$ cat src/sv/dels_pkg.sv
package dels_pkg;

	localparam int DEPTH_DEF = 64;
	localparam int VAL_W     = 32;
	localparam int CNT_W     = 7;
	localparam int REQ_W     = 3;
	localparam int ST_W      = 2;
	localparam int QDEPTH    = 2;

	typedef enum logic [REQ_W-1:0] {
		OP_PUSH_BACK  = 3'd0,
		OP_PUSH_FRONT = 3'd1,
		OP_POP_BACK   = 3'd2,
		OP_POP_FRONT  = 3'd3,
		OP_TRAVERSE   = 3'd4,
		OP_LENGTH     = 3'd5
	} op_t;

	localparam logic [ST_W-1:0] ST_OK    = 2'd0;
	localparam logic [ST_W-1:0] ST_EMPTY = 2'd1;
	localparam logic [ST_W-1:0] ST_FULL  = 2'd2;

	typedef struct packed {
		op_t               op;
		logic signed [VAL_W-1:0] value;
	} req_t;

	// queue side of the front/back split
	typedef struct packed {
		logic valid;
		req_t req;
	} q_head_t;

endpackage

$ cat src/sv/dels_front.sv
module dels_front (
	input  logic                                clk,
	input  logic                                arst_n,
	input  logic                                in_valid,
	output logic                                in_stall,
	input  logic [dels_pkg::REQ_W-1:0]          req_type,
	input  logic signed [dels_pkg::VAL_W-1:0]   push_value,
	output dels_pkg::q_head_t                   q_head,
	input  logic                                q_pop
);

	localparam int PW = $clog2(dels_pkg::QDEPTH);
	localparam int FW = $clog2(dels_pkg::QDEPTH + 1);

	dels_pkg::req_t  q_mem_q [dels_pkg::QDEPTH];
	logic [PW-1:0]   wr_ptr_q;
	logic [PW-1:0]   rd_ptr_q;
	logic [FW-1:0]   fill_q;
	logic            known;
	logic            accept;
	logic            push;
	dels_pkg::req_t  new_req;

	assign in_stall = (fill_q == FW'(dels_pkg::QDEPTH));
	assign accept   = in_valid && !in_stall;

	// unused request codes are dropped here and never reach the back end
	always_comb begin
		unique case (dels_pkg::op_t'(req_type)) inside
			dels_pkg::OP_PUSH_BACK,
			dels_pkg::OP_PUSH_FRONT,
			dels_pkg::OP_POP_BACK,
			dels_pkg::OP_POP_FRONT,
			dels_pkg::OP_TRAVERSE,
			dels_pkg::OP_LENGTH: known = 1'b1;
			default:             known = 1'b0;
		endcase
	end

	assign push          = accept && known;
	assign new_req.op    = dels_pkg::op_t'(req_type);
	assign new_req.value = push_value;

	always_ff @(posedge clk) begin
		if (push) begin
			q_mem_q[wr_ptr_q] <= new_req;
		end
	end

	always_ff @(posedge clk or negedge arst_n) begin
		if (!arst_n) begin
			wr_ptr_q <= '0;
			rd_ptr_q <= '0;
			fill_q   <= '0;
		end else begin
			if (push) begin
				wr_ptr_q <= wr_ptr_q + PW'(1);
			end
			if (q_pop) begin
				rd_ptr_q <= rd_ptr_q + PW'(1);
			end
			if (push && !q_pop) begin
				fill_q <= fill_q + FW'(1);
			end else if (!push && q_pop) begin
				fill_q <= fill_q - FW'(1);
			end
		end
	end

	assign q_head.valid = (fill_q != '0);
	assign q_head.req   = q_mem_q[rd_ptr_q];

endmodule

$ cat src/sv/dels_back.sv
module dels_back #(
	parameter int DEPTH = dels_pkg::DEPTH_DEF
) (
	input  logic                                clk,
	input  logic                                arst_n,
	input  dels_pkg::q_head_t                   q_head,
	output logic                                q_pop,
	output logic                                out_valid,
	input  logic                                out_stall,
	output logic [dels_pkg::ST_W-1:0]           status,
	output logic signed [dels_pkg::VAL_W-1:0]   item_value,
	output logic [dels_pkg::CNT_W-1:0]          entry_count,
	output logic                                last
);

	localparam int IW    = $clog2(DEPTH);
	localparam int CW    = dels_pkg::CNT_W;
	localparam int SW    = CW + 1;
	localparam logic [IW-1:0] LAST_IDX = IW'(DEPTH - 1);
	localparam logic [CW-1:0] FULL_CNT = CW'(DEPTH);

	typedef enum logic [1:0] {
		B_IDLE = 2'b01,
		B_TRAV = 2'b10
	} state_t;

	logic [dels_pkg::VAL_W-1:0] mem [DEPTH];

	state_t          state_q, state_d;
	logic [IW-1:0]   front_q, front_d;
	logic [CW-1:0]   count_q, count_d;
	logic [IW-1:0]   slot_q, slot_d;
	logic [CW-1:0]   left_q, left_d;
	logic            out_valid_q;
	logic [dels_pkg::ST_W-1:0]  status_q;
	logic [CW-1:0]   cnt_out_q;
	logic            last_q;
	logic            trav_q;
	logic [dels_pkg::VAL_W-1:0] rd_data_q;

	logic            load;
	logic            produce;
	logic            full;
	logic            empty;
	logic [IW-1:0]   front_inc;
	logic [IW-1:0]   front_dec;
	logic [IW-1:0]   slot_inc;
	logic [SW-1:0]   back_sum;
	logic [IW-1:0]   back_slot;
	logic            wr_en;
	logic [IW-1:0]   wr_addr;
	logic            rd_en;
	logic [IW-1:0]   rd_addr;
	logic [dels_pkg::ST_W-1:0]  st_d;
	logic            last_d;
	logic            trav_d;

	assign load  = !out_valid_q || !out_stall;
	assign full  = (count_q >= FULL_CNT);
	assign empty = (count_q == '0);

	assign front_inc = (front_q == LAST_IDX) ? '0 : front_q + IW'(1);
	assign front_dec = (front_q == '0) ? LAST_IDX : front_q - IW'(1);
	assign slot_inc  = (slot_q == LAST_IDX) ? '0 : slot_q + IW'(1);

	// front + count stays below twice the depth, one subtract wraps it
	assign back_sum  = SW'(front_q) + SW'(count_q);
	assign back_slot = (back_sum >= SW'(DEPTH)) ? IW'(back_sum - SW'(DEPTH)) : IW'(back_sum);

	assign q_pop   = (state_q == B_IDLE) && q_head.valid && load;
	assign produce = q_pop || ((state_q == B_TRAV) && load);

	always_comb begin
		state_d = state_q;
		front_d = front_q;
		count_d = count_q;
		slot_d  = slot_q;
		left_d  = left_q;
		wr_en   = 1'b0;
		wr_addr = back_slot;
		rd_en   = 1'b0;
		rd_addr = front_q;
		st_d    = dels_pkg::ST_OK;
		last_d  = 1'b1;
		trav_d  = 1'b0;
		unique case (state_q)
			B_IDLE: begin
				if (q_pop) begin
					unique case (q_head.req.op)
						dels_pkg::OP_PUSH_BACK: begin
							if (full) begin
								st_d = dels_pkg::ST_FULL;
							end else begin
								wr_en   = 1'b1;
								count_d = count_q + CW'(1);
							end
						end
						dels_pkg::OP_PUSH_FRONT: begin
							if (full) begin
								st_d = dels_pkg::ST_FULL;
							end else begin
								wr_en   = 1'b1;
								wr_addr = front_dec;
								front_d = front_dec;
								count_d = count_q + CW'(1);
							end
						end
						dels_pkg::OP_POP_BACK: begin
							if (empty) begin
								st_d = dels_pkg::ST_EMPTY;
							end else begin
								count_d = count_q - CW'(1);
							end
						end
						dels_pkg::OP_POP_FRONT: begin
							if (empty) begin
								st_d = dels_pkg::ST_EMPTY;
							end else begin
								front_d = front_inc;
								count_d = count_q - CW'(1);
							end
						end
						dels_pkg::OP_TRAVERSE: begin
							if (empty) begin
								st_d = dels_pkg::ST_EMPTY;
							end else begin
								// first entry goes out with the request itself
								rd_en  = 1'b1;
								trav_d = 1'b1;
								last_d = (count_q == CW'(1));
								slot_d = front_inc;
								left_d = count_q - CW'(1);
								if (count_q != CW'(1)) begin
									state_d = B_TRAV;
								end
							end
						end
						dels_pkg::OP_LENGTH: begin
							st_d = dels_pkg::ST_OK;
						end
						default: begin
							st_d = dels_pkg::ST_OK;
						end
					endcase
				end
			end
			B_TRAV: begin
				if (load) begin
					rd_en   = 1'b1;
					rd_addr = slot_q;
					trav_d  = 1'b1;
					last_d  = (left_q == CW'(1));
					slot_d  = slot_inc;
					left_d  = left_q - CW'(1);
					if (left_q == CW'(1)) begin
						state_d = B_IDLE;
					end
				end
			end
			default: begin
				state_d = B_IDLE;
			end
		endcase
	end

	// the registered read data is the output value register
	always_ff @(posedge clk) begin
		if (wr_en) begin
			mem[wr_addr] <= q_head.req.value;
		end
		if (rd_en) begin
			rd_data_q <= mem[rd_addr];
		end
	end

	always_ff @(posedge clk) begin
		if (produce) begin
			status_q  <= st_d;
			cnt_out_q <= count_d;
			last_q    <= last_d;
			trav_q    <= trav_d;
		end
	end

	always_ff @(posedge clk or negedge arst_n) begin
		if (!arst_n) begin
			state_q     <= B_IDLE;
			front_q     <= '0;
			count_q     <= '0;
			slot_q      <= '0;
			left_q      <= '0;
			out_valid_q <= 1'b0;
		end else begin
			state_q <= state_d;
			front_q <= front_d;
			count_q <= count_d;
			slot_q  <= slot_d;
			left_q  <= left_d;
			if (load) begin
				out_valid_q <= produce;
			end
		end
	end

	assign out_valid   = out_valid_q;
	assign status      = status_q;
	assign item_value  = trav_q ? rd_data_q : '0;
	assign entry_count = cnt_out_q;
	assign last        = last_q;

endmodule

$ cat src/sv/double_ended_list_store.sv
// channel   | handshake               | fields
// ----------+-------------------------+------------------------------------------
// request   | in_valid / in_stall     | req_type, push_value
// result    | out_valid / out_stall   | status, item_value, entry_count, last
//
// push, pop and length give one result each, one request per cycle if not stalled
// traverse gives one result per stored entry, one per cycle if not stalled,
// read by the single value memory port whose read register is the output value
// a two-entry request queue parts the front from the back
// reset clears pointers, count and handshake state; the value memory is not cleared
// a stalled result holds in the output register while the two-entry queue fills
module double_ended_list_store #(
	parameter int DEPTH = dels_pkg::DEPTH_DEF
) (
	input  logic                                clk,
	input  logic                                arst_n,
	input  logic                                in_valid,
	output logic                                in_stall,
	input  logic [dels_pkg::REQ_W-1:0]          req_type,
	input  logic signed [dels_pkg::VAL_W-1:0]   push_value,
	output logic                                out_valid,
	input  logic                                out_stall,
	output logic [dels_pkg::ST_W-1:0]           status,
	output logic signed [dels_pkg::VAL_W-1:0]   item_value,
	output logic [dels_pkg::CNT_W-1:0]          entry_count,
	output logic                                last
);

	dels_pkg::q_head_t q_head;
	logic              q_pop;

	dels_front u_front (
		.clk        (clk),
		.arst_n     (arst_n),
		.in_valid   (in_valid),
		.in_stall   (in_stall),
		.req_type   (req_type),
		.push_value (push_value),
		.q_head     (q_head),
		.q_pop      (q_pop)
	);

	dels_back #(
		.DEPTH (DEPTH)
	) u_back (
		.clk         (clk),
		.arst_n      (arst_n),
		.q_head      (q_head),
		.q_pop       (q_pop),
		.out_valid   (out_valid),
		.out_stall   (out_stall),
		.status      (status),
		.item_value  (item_value),
		.entry_count (entry_count),
		.last        (last)
	);

`ifndef NO_ASSERTIONS
	a_count_bound: assert property (@(posedge clk) disable iff (!arst_n)
		out_valid |-> (entry_count <= dels_pkg::CNT_W'(DEPTH)))
		else $error("entry count above depth");

	a_full_count: assert property (@(posedge clk) disable iff (!arst_n)
		(out_valid && (status == dels_pkg::ST_FULL)) |-> (entry_count == dels_pkg::CNT_W'(DEPTH)))
		else $error("full status without a full store");

	a_empty_result: assert property (@(posedge clk) disable iff (!arst_n)
		(out_valid && (status == dels_pkg::ST_EMPTY)) |-> ((entry_count == '0) && last
			&& (item_value == '0)))
		else $error("empty status with entries or a value");

	a_midlist_ok: assert property (@(posedge clk) disable iff (!arst_n)
		(out_valid && !last) |-> (status == dels_pkg::ST_OK))
		else $error("non-final result with error status");

	a_no_pop_while_held: assert property (@(posedge clk) disable iff (!arst_n)
		(out_valid && out_stall) |-> !q_pop)
		else $error("request taken while result is held");
`endif

endmodule

$ cat config.mk
export PLATFORM = sky130hd
export DESIGN_NAME = double_ended_list_store
export DESIGN_NICKNAME = d
export VERILOG_FILES = /design/src/sv/dels_pkg.sv /design/src/sv/dels_front.sv /design/src/sv/dels_back.sv /design/src/sv/double_ended_list_store.sv
export SDC_FILE = /design/constraint.sdc
export NUM_CORES = 2
export LEC_CHECK = 0
export BUFFER_PORTS_ARGS = -buffer_cell sky130_fd_sc_hd__buf_2
export CAP_MARGIN = 30
export CORE_AREA = 5 5 343 513
export CTS_BUF_LIST = sky130_fd_sc_hd__clkbuf_8
export DETAILED_ROUTE_END_ITERATION = 6
export DIE_AREA = 0 0 348 518
export PLACE_DENSITY = 0.65
export SLEW_MARGIN = 40
export SYNTH_ARGS = -nofsm -noshare
export SYNTH_HDL_FRONTEND = slang
export SYNTH_SLANG_ARGS = --single-unit
$ cat constraint.sdc
create_clock -name clk -period 14.2 [get_ports clk]
set_clock_uncertainty 0.15 [all_clocks]
set_input_delay 0 -clock clk [delete_from_list [all_inputs] [get_ports clk]]
set_output_delay 0 -clock clk [all_outputs]
set_load 0.03 [all_outputs]
==> summary.md <==
| Metric | Value |
|---|---|
| Status | `complete, no violations` |
| Area grow syn2layout | `12.9%` |
| Setup CP Type | `flip-flop to flip-flop` |
| Mapped cell area | `0.0847 mm²` |
| Die H | `between 500 and 600 µm` |
| LEAKAGE | `0.0346 µW` |
| Drt total wl | `222000 µm` |
| GRT met1 Usage | `between 30% and 40%` |
| Hold Fails Final Rpt | `0` |
| Syn Area/Cell | `~18 µm²` |
| Vias in the first global route | `46100` |
| Slowest-stage cell, CP | `o41ai_1` |
| Max Freq | `172 MHz` |
| Clock insertion delay at the later pin of the skew report | `around 1 ns` |
| FF-to-FF Start | `u_back.state_q[0]` |
| Final Non-Filler Cells | `7469` |
| Initial Utilization | `between 40% and 50%` |
| Crit path arrival time | `6.38 ns` |
| Total power | `19100 µW` |
| WHS | `0.105 ns` |
| Number of fill cells in the layout | `13000` |
| M2 GR Usage | `41.1%` |
| PortBufs | `82` |
| Syn nets | `~4700` |
| Routability cong. | `0.844` |
| Max-slew violations | `0` |
| Final critical-path setup slack | `8.38 ns` |
| Top Ports | `83` |
| CP max FO | `58` |
| PD cells | `about 200 mW/mm²` |
| Placed instance count | `6842` |
| Endpoints failing setup | `0` |
| Via density per instance | `6.15` |
| Max-cap viol count | `0` |
| Post-placement setup slack | `approximately 8.6 ns` |
| CP endpoint kind | `flip-flop` |
| Layout Nets | `just over 5000` |
| Crit path from | `u_back.state_q[0]` |
| Multi-input logic area | `0.0187 mm²` |
| Drt initial violations | `4880` |
| RSZ-0062 raised after global routing | `no` |
| Post-synth top flop | `edfxtp_1` |
| Mapped Cells | `4622` |
| Register Area | `~0.066 mm²` |
| Synth Register Bits | `2194` |
| WL per Instance | `29.8 µm` |
| DP HPWL | `118000 µm` |
| Clk slew on worst S/H paths | `approximately 0.070 ns` |
| GR Util met3 | `4.55%` |
| Die width | `348 µm` |
| Min cycle time layout | `roughly 5.8 ns` |
| Sequential fraction of the synthesis area | `77.6%` |
| Final period util | `41.0%` |
| Initial antenna violation count | `7` |
| VDD IR max | `approximately 0.16 mV` |
| WP data required | `14.75 ns` |
| Grt ovf | `0` |
| Library cells used by synthesis | `65` |
| CP startpoint kind | `flip-flop` |
| Max Root-Sink Buffers | `4` |
| Async S/R FF share, synth | `around 1.5%` |
| Clk sink count | `2194` |
| Share of cells above drive strength 1 | `roughly 16%` |
| Drt first pass iters | `6` |
| Crit-path cells | `inv_1, ha_1, buf_4, a21boi_1, buf_4, mux2i_4, buf_4, buf_6, buf_6, mux2i_1, o22ai_1, o41ai_1, nand4_1` |
| Gr usage total | `24.0%` |
| Most frequent cell on the critical path | `buf_4` |
| Setup TNS | `0 ns` |
| Site row count | `186` |
| Worst Tran Pin Value | `0.929 ns` |
| H-tree Lvls | `5` |
| Min-delay src | `req_type[0]` |
| Final ANT Viol Nets | `0` |
| Via count | `45900` |
| Ys Warns | `0` |
| Core ar. | `0.171 mm²` |
| Die ar. | `0.180 mm²` |
| Total CTS buffers | `326` |
| Setup repair bufs after CTS | `0` |
| CTS tree | `done` |
| Post-synth EDFFs | `2161` |
| Slew headroom | `37.3%` |
| DRC | `0` |
| Largest stage delay, worst path | `0.77 ns` |
| Largest net degree at the start of global routing | `119` |
| Worst Hold Class | `input pin to flip-flop` |
| First-pass GRT wire length | `314000 µm` |
| Root buffer cell | `clkbuf_8` |
| GR peak layer | `met2` |
## worst paths after layout
path                       slack [ns]                endpoint  depth (start not counted)
max reg2reg                      8.38    u_back.rd_data_q[26]                         13
max                              8.38    u_back.rd_data_q[26]                         13
min                              0.11  u_front.q_mem_q[1][32]                          3
min in group asynchronous        0.42       u_back.count_q[4]                          5
max in group asynchronous       13.23       u_back.state_q[0]                          5
min reg2reg                      0.37       u_back.state_q[0]                          2
## cells in the final DEF, fill, tap and decap left out, types with 8 or more instances in the layout
cell / instances
a21oi_1: 9
a31oi_1: 8
and2_1: 34
buf_2: 86
buf_4: 136
buf_6: 10
bufinv_16: 10
clkbuf_8: 334
clkinv_1: 60
clkinv_2: 38
clkinvlp_4: 8
dfrtp_1: 31
dlygate4sd3_1: 77
edfxtp_1: 2161
ha_1: 17
inv_1: 111
mux2_2: 13
mux2_4: 28
mux2i_1: 1037
nand2_1: 36
nand2_4: 8
nand2b_1: 8
nand3_1: 23
nand4_1: 34
nor2_1: 24
nor3_1: 12
nor3_2: 64
o21ai_0: 26
o22ai_1: 515
o41ai_1: 82
o41ai_2: 42
xnor2_1: 13
xor2_1: 8
## synth_stat cells (4+ instances only)
cell | number | share of area [%]
nor3_1 | 76 | 0.45
xnor2_1 | 13 | 0.13
nor4_1 | 5 | 0.037
a21o_1 | 4 | 0.035
o21ai_0 | 26 | 0.15
inv_1 | 19 | 0.084
a31oi_1 | 8 | 0.059
o41ai_1 | 128 | 1.3
a21oi_1 | 10 | 0.059
nand3_1 | 23 | 0.14
dfrtp_1 | 32 | 0.95
mux2i_1 | 1039 | 12
nand4_1 | 34 | 0.25
clkbuf_1 | 157 | 0.70
buf_2 | 89 | 0.53
o22ai_1 | 515 | 3.8
o31ai_1 | 6 | 0.053
nor2_1 | 25 | 0.11
and2_1 | 35 | 0.26
o32ai_1 | 5 | 0.052
a22o_1 | 4 | 0.041
edfxtp_1 | 2161 | 77
nand2_1 | 45 | 0.20
xor2_1 | 8 | 0.083
nand2b_1 | 10 | 0.074
buf_1 | 26 | 0.12
mux2_2 | 40 | 0.53
ha_1 | 17 | 0.25
nor3b_1 | 5 | 0.044
## per-layer routing
layer	vias up	part of all wire, %
li1	19700	-
met4	2	3.0
met3	449	8.3
met2	2279	50
met5	-	0.0058
met1	23500	38
## cell type report
class	instances	area share [%]
Sequential cell	2194	68.7
Multi-Input combinational cell	2130	19.6
Clock buffer	334	4.81
Tap cell	2256	2.95
Timing Repair Buffer	322	2.72
Clock inverter	208	1.17
Inverter	20	0.0785
Antenna cell	5	0.0131
## metrics by stage
stage | area, µm² | util, %
detailed placement | 89000 | 52.1
global route | 95600 | 56.0
floorplan | 84700 | -
CTS | 95500 | 55.9
global placement | 88500 | 51.8
finish | 95700 | 56.0
## logic make-up (layout without fill, tap and decap cells)
| family | after synthesis | in the layout | share of synthesized area (%) |
|---|---|---|---|
| buffers and inverters | 298 | 884 | 1.48 |
| and+or+nand+nor | 279 | 279 | 1.76 |
| muxes | 1080 | 1080 | 12.8 |
| DFF | 2194 | 2194 | 77.6 |
| other | 0 | 5 | 0 |
| xor gates and xnor gates | 21 | 21 | 0.217 |
| adders and majority gates | 18 | 18 | 0.275 |
| AOI/OAI and AO/OA | 732 | 732 | 5.85 |
## critical path, delay by kind of cell, from the launching register on
| family | cells | cell delay [ns] |
|---|---|---|
| buffers and inverters | 6 | 2.59 |
| AO/OA/AOI/OAI | 3 | 1.12 |
| multiplexers | 2 | 0.82 |
| flip-flops | 1 | 0.37 |
| AND/OR/NAND/NOR | 1 | 0.17 |
| adder cells (fa/ha/maj) | 1 | 0.14 |
## power by group
part           internal, µW  switching, µW
Combinational          2060           4200
Clock                  2350           2290
Sequential             8030            176
## state kept, by name, indices dropped and copies added, names as in the netlist
name / cells
u_front.rd_ptr_q: 1
u_front.wr_ptr_q: 1
u_back.rd_data_q: 32
u_back.out_valid: 1
u_back.slot_q: 6
u_back.trav_q: 1
u_back.count_q: 7
u_back.entry_count: 7
u_front.q_mem_q: 70
u_back.status: 2
u_back.state_q: 2
u_back.last: 1
u_back.front_q: 6
u_back.mem: 2048
u_back.left_q: 7
u_front.fill_q: 2
## repair_timing
action / 4_1_cts / 5_1_grt
hold buffers: 78 / 0
endpoints found under the hold margin: 254 / 0
endpoints found under the setup margin: 0 / 0
gates resized for setup: 0 / 0
Note: power is estimated with default switching activity, not from simulation.
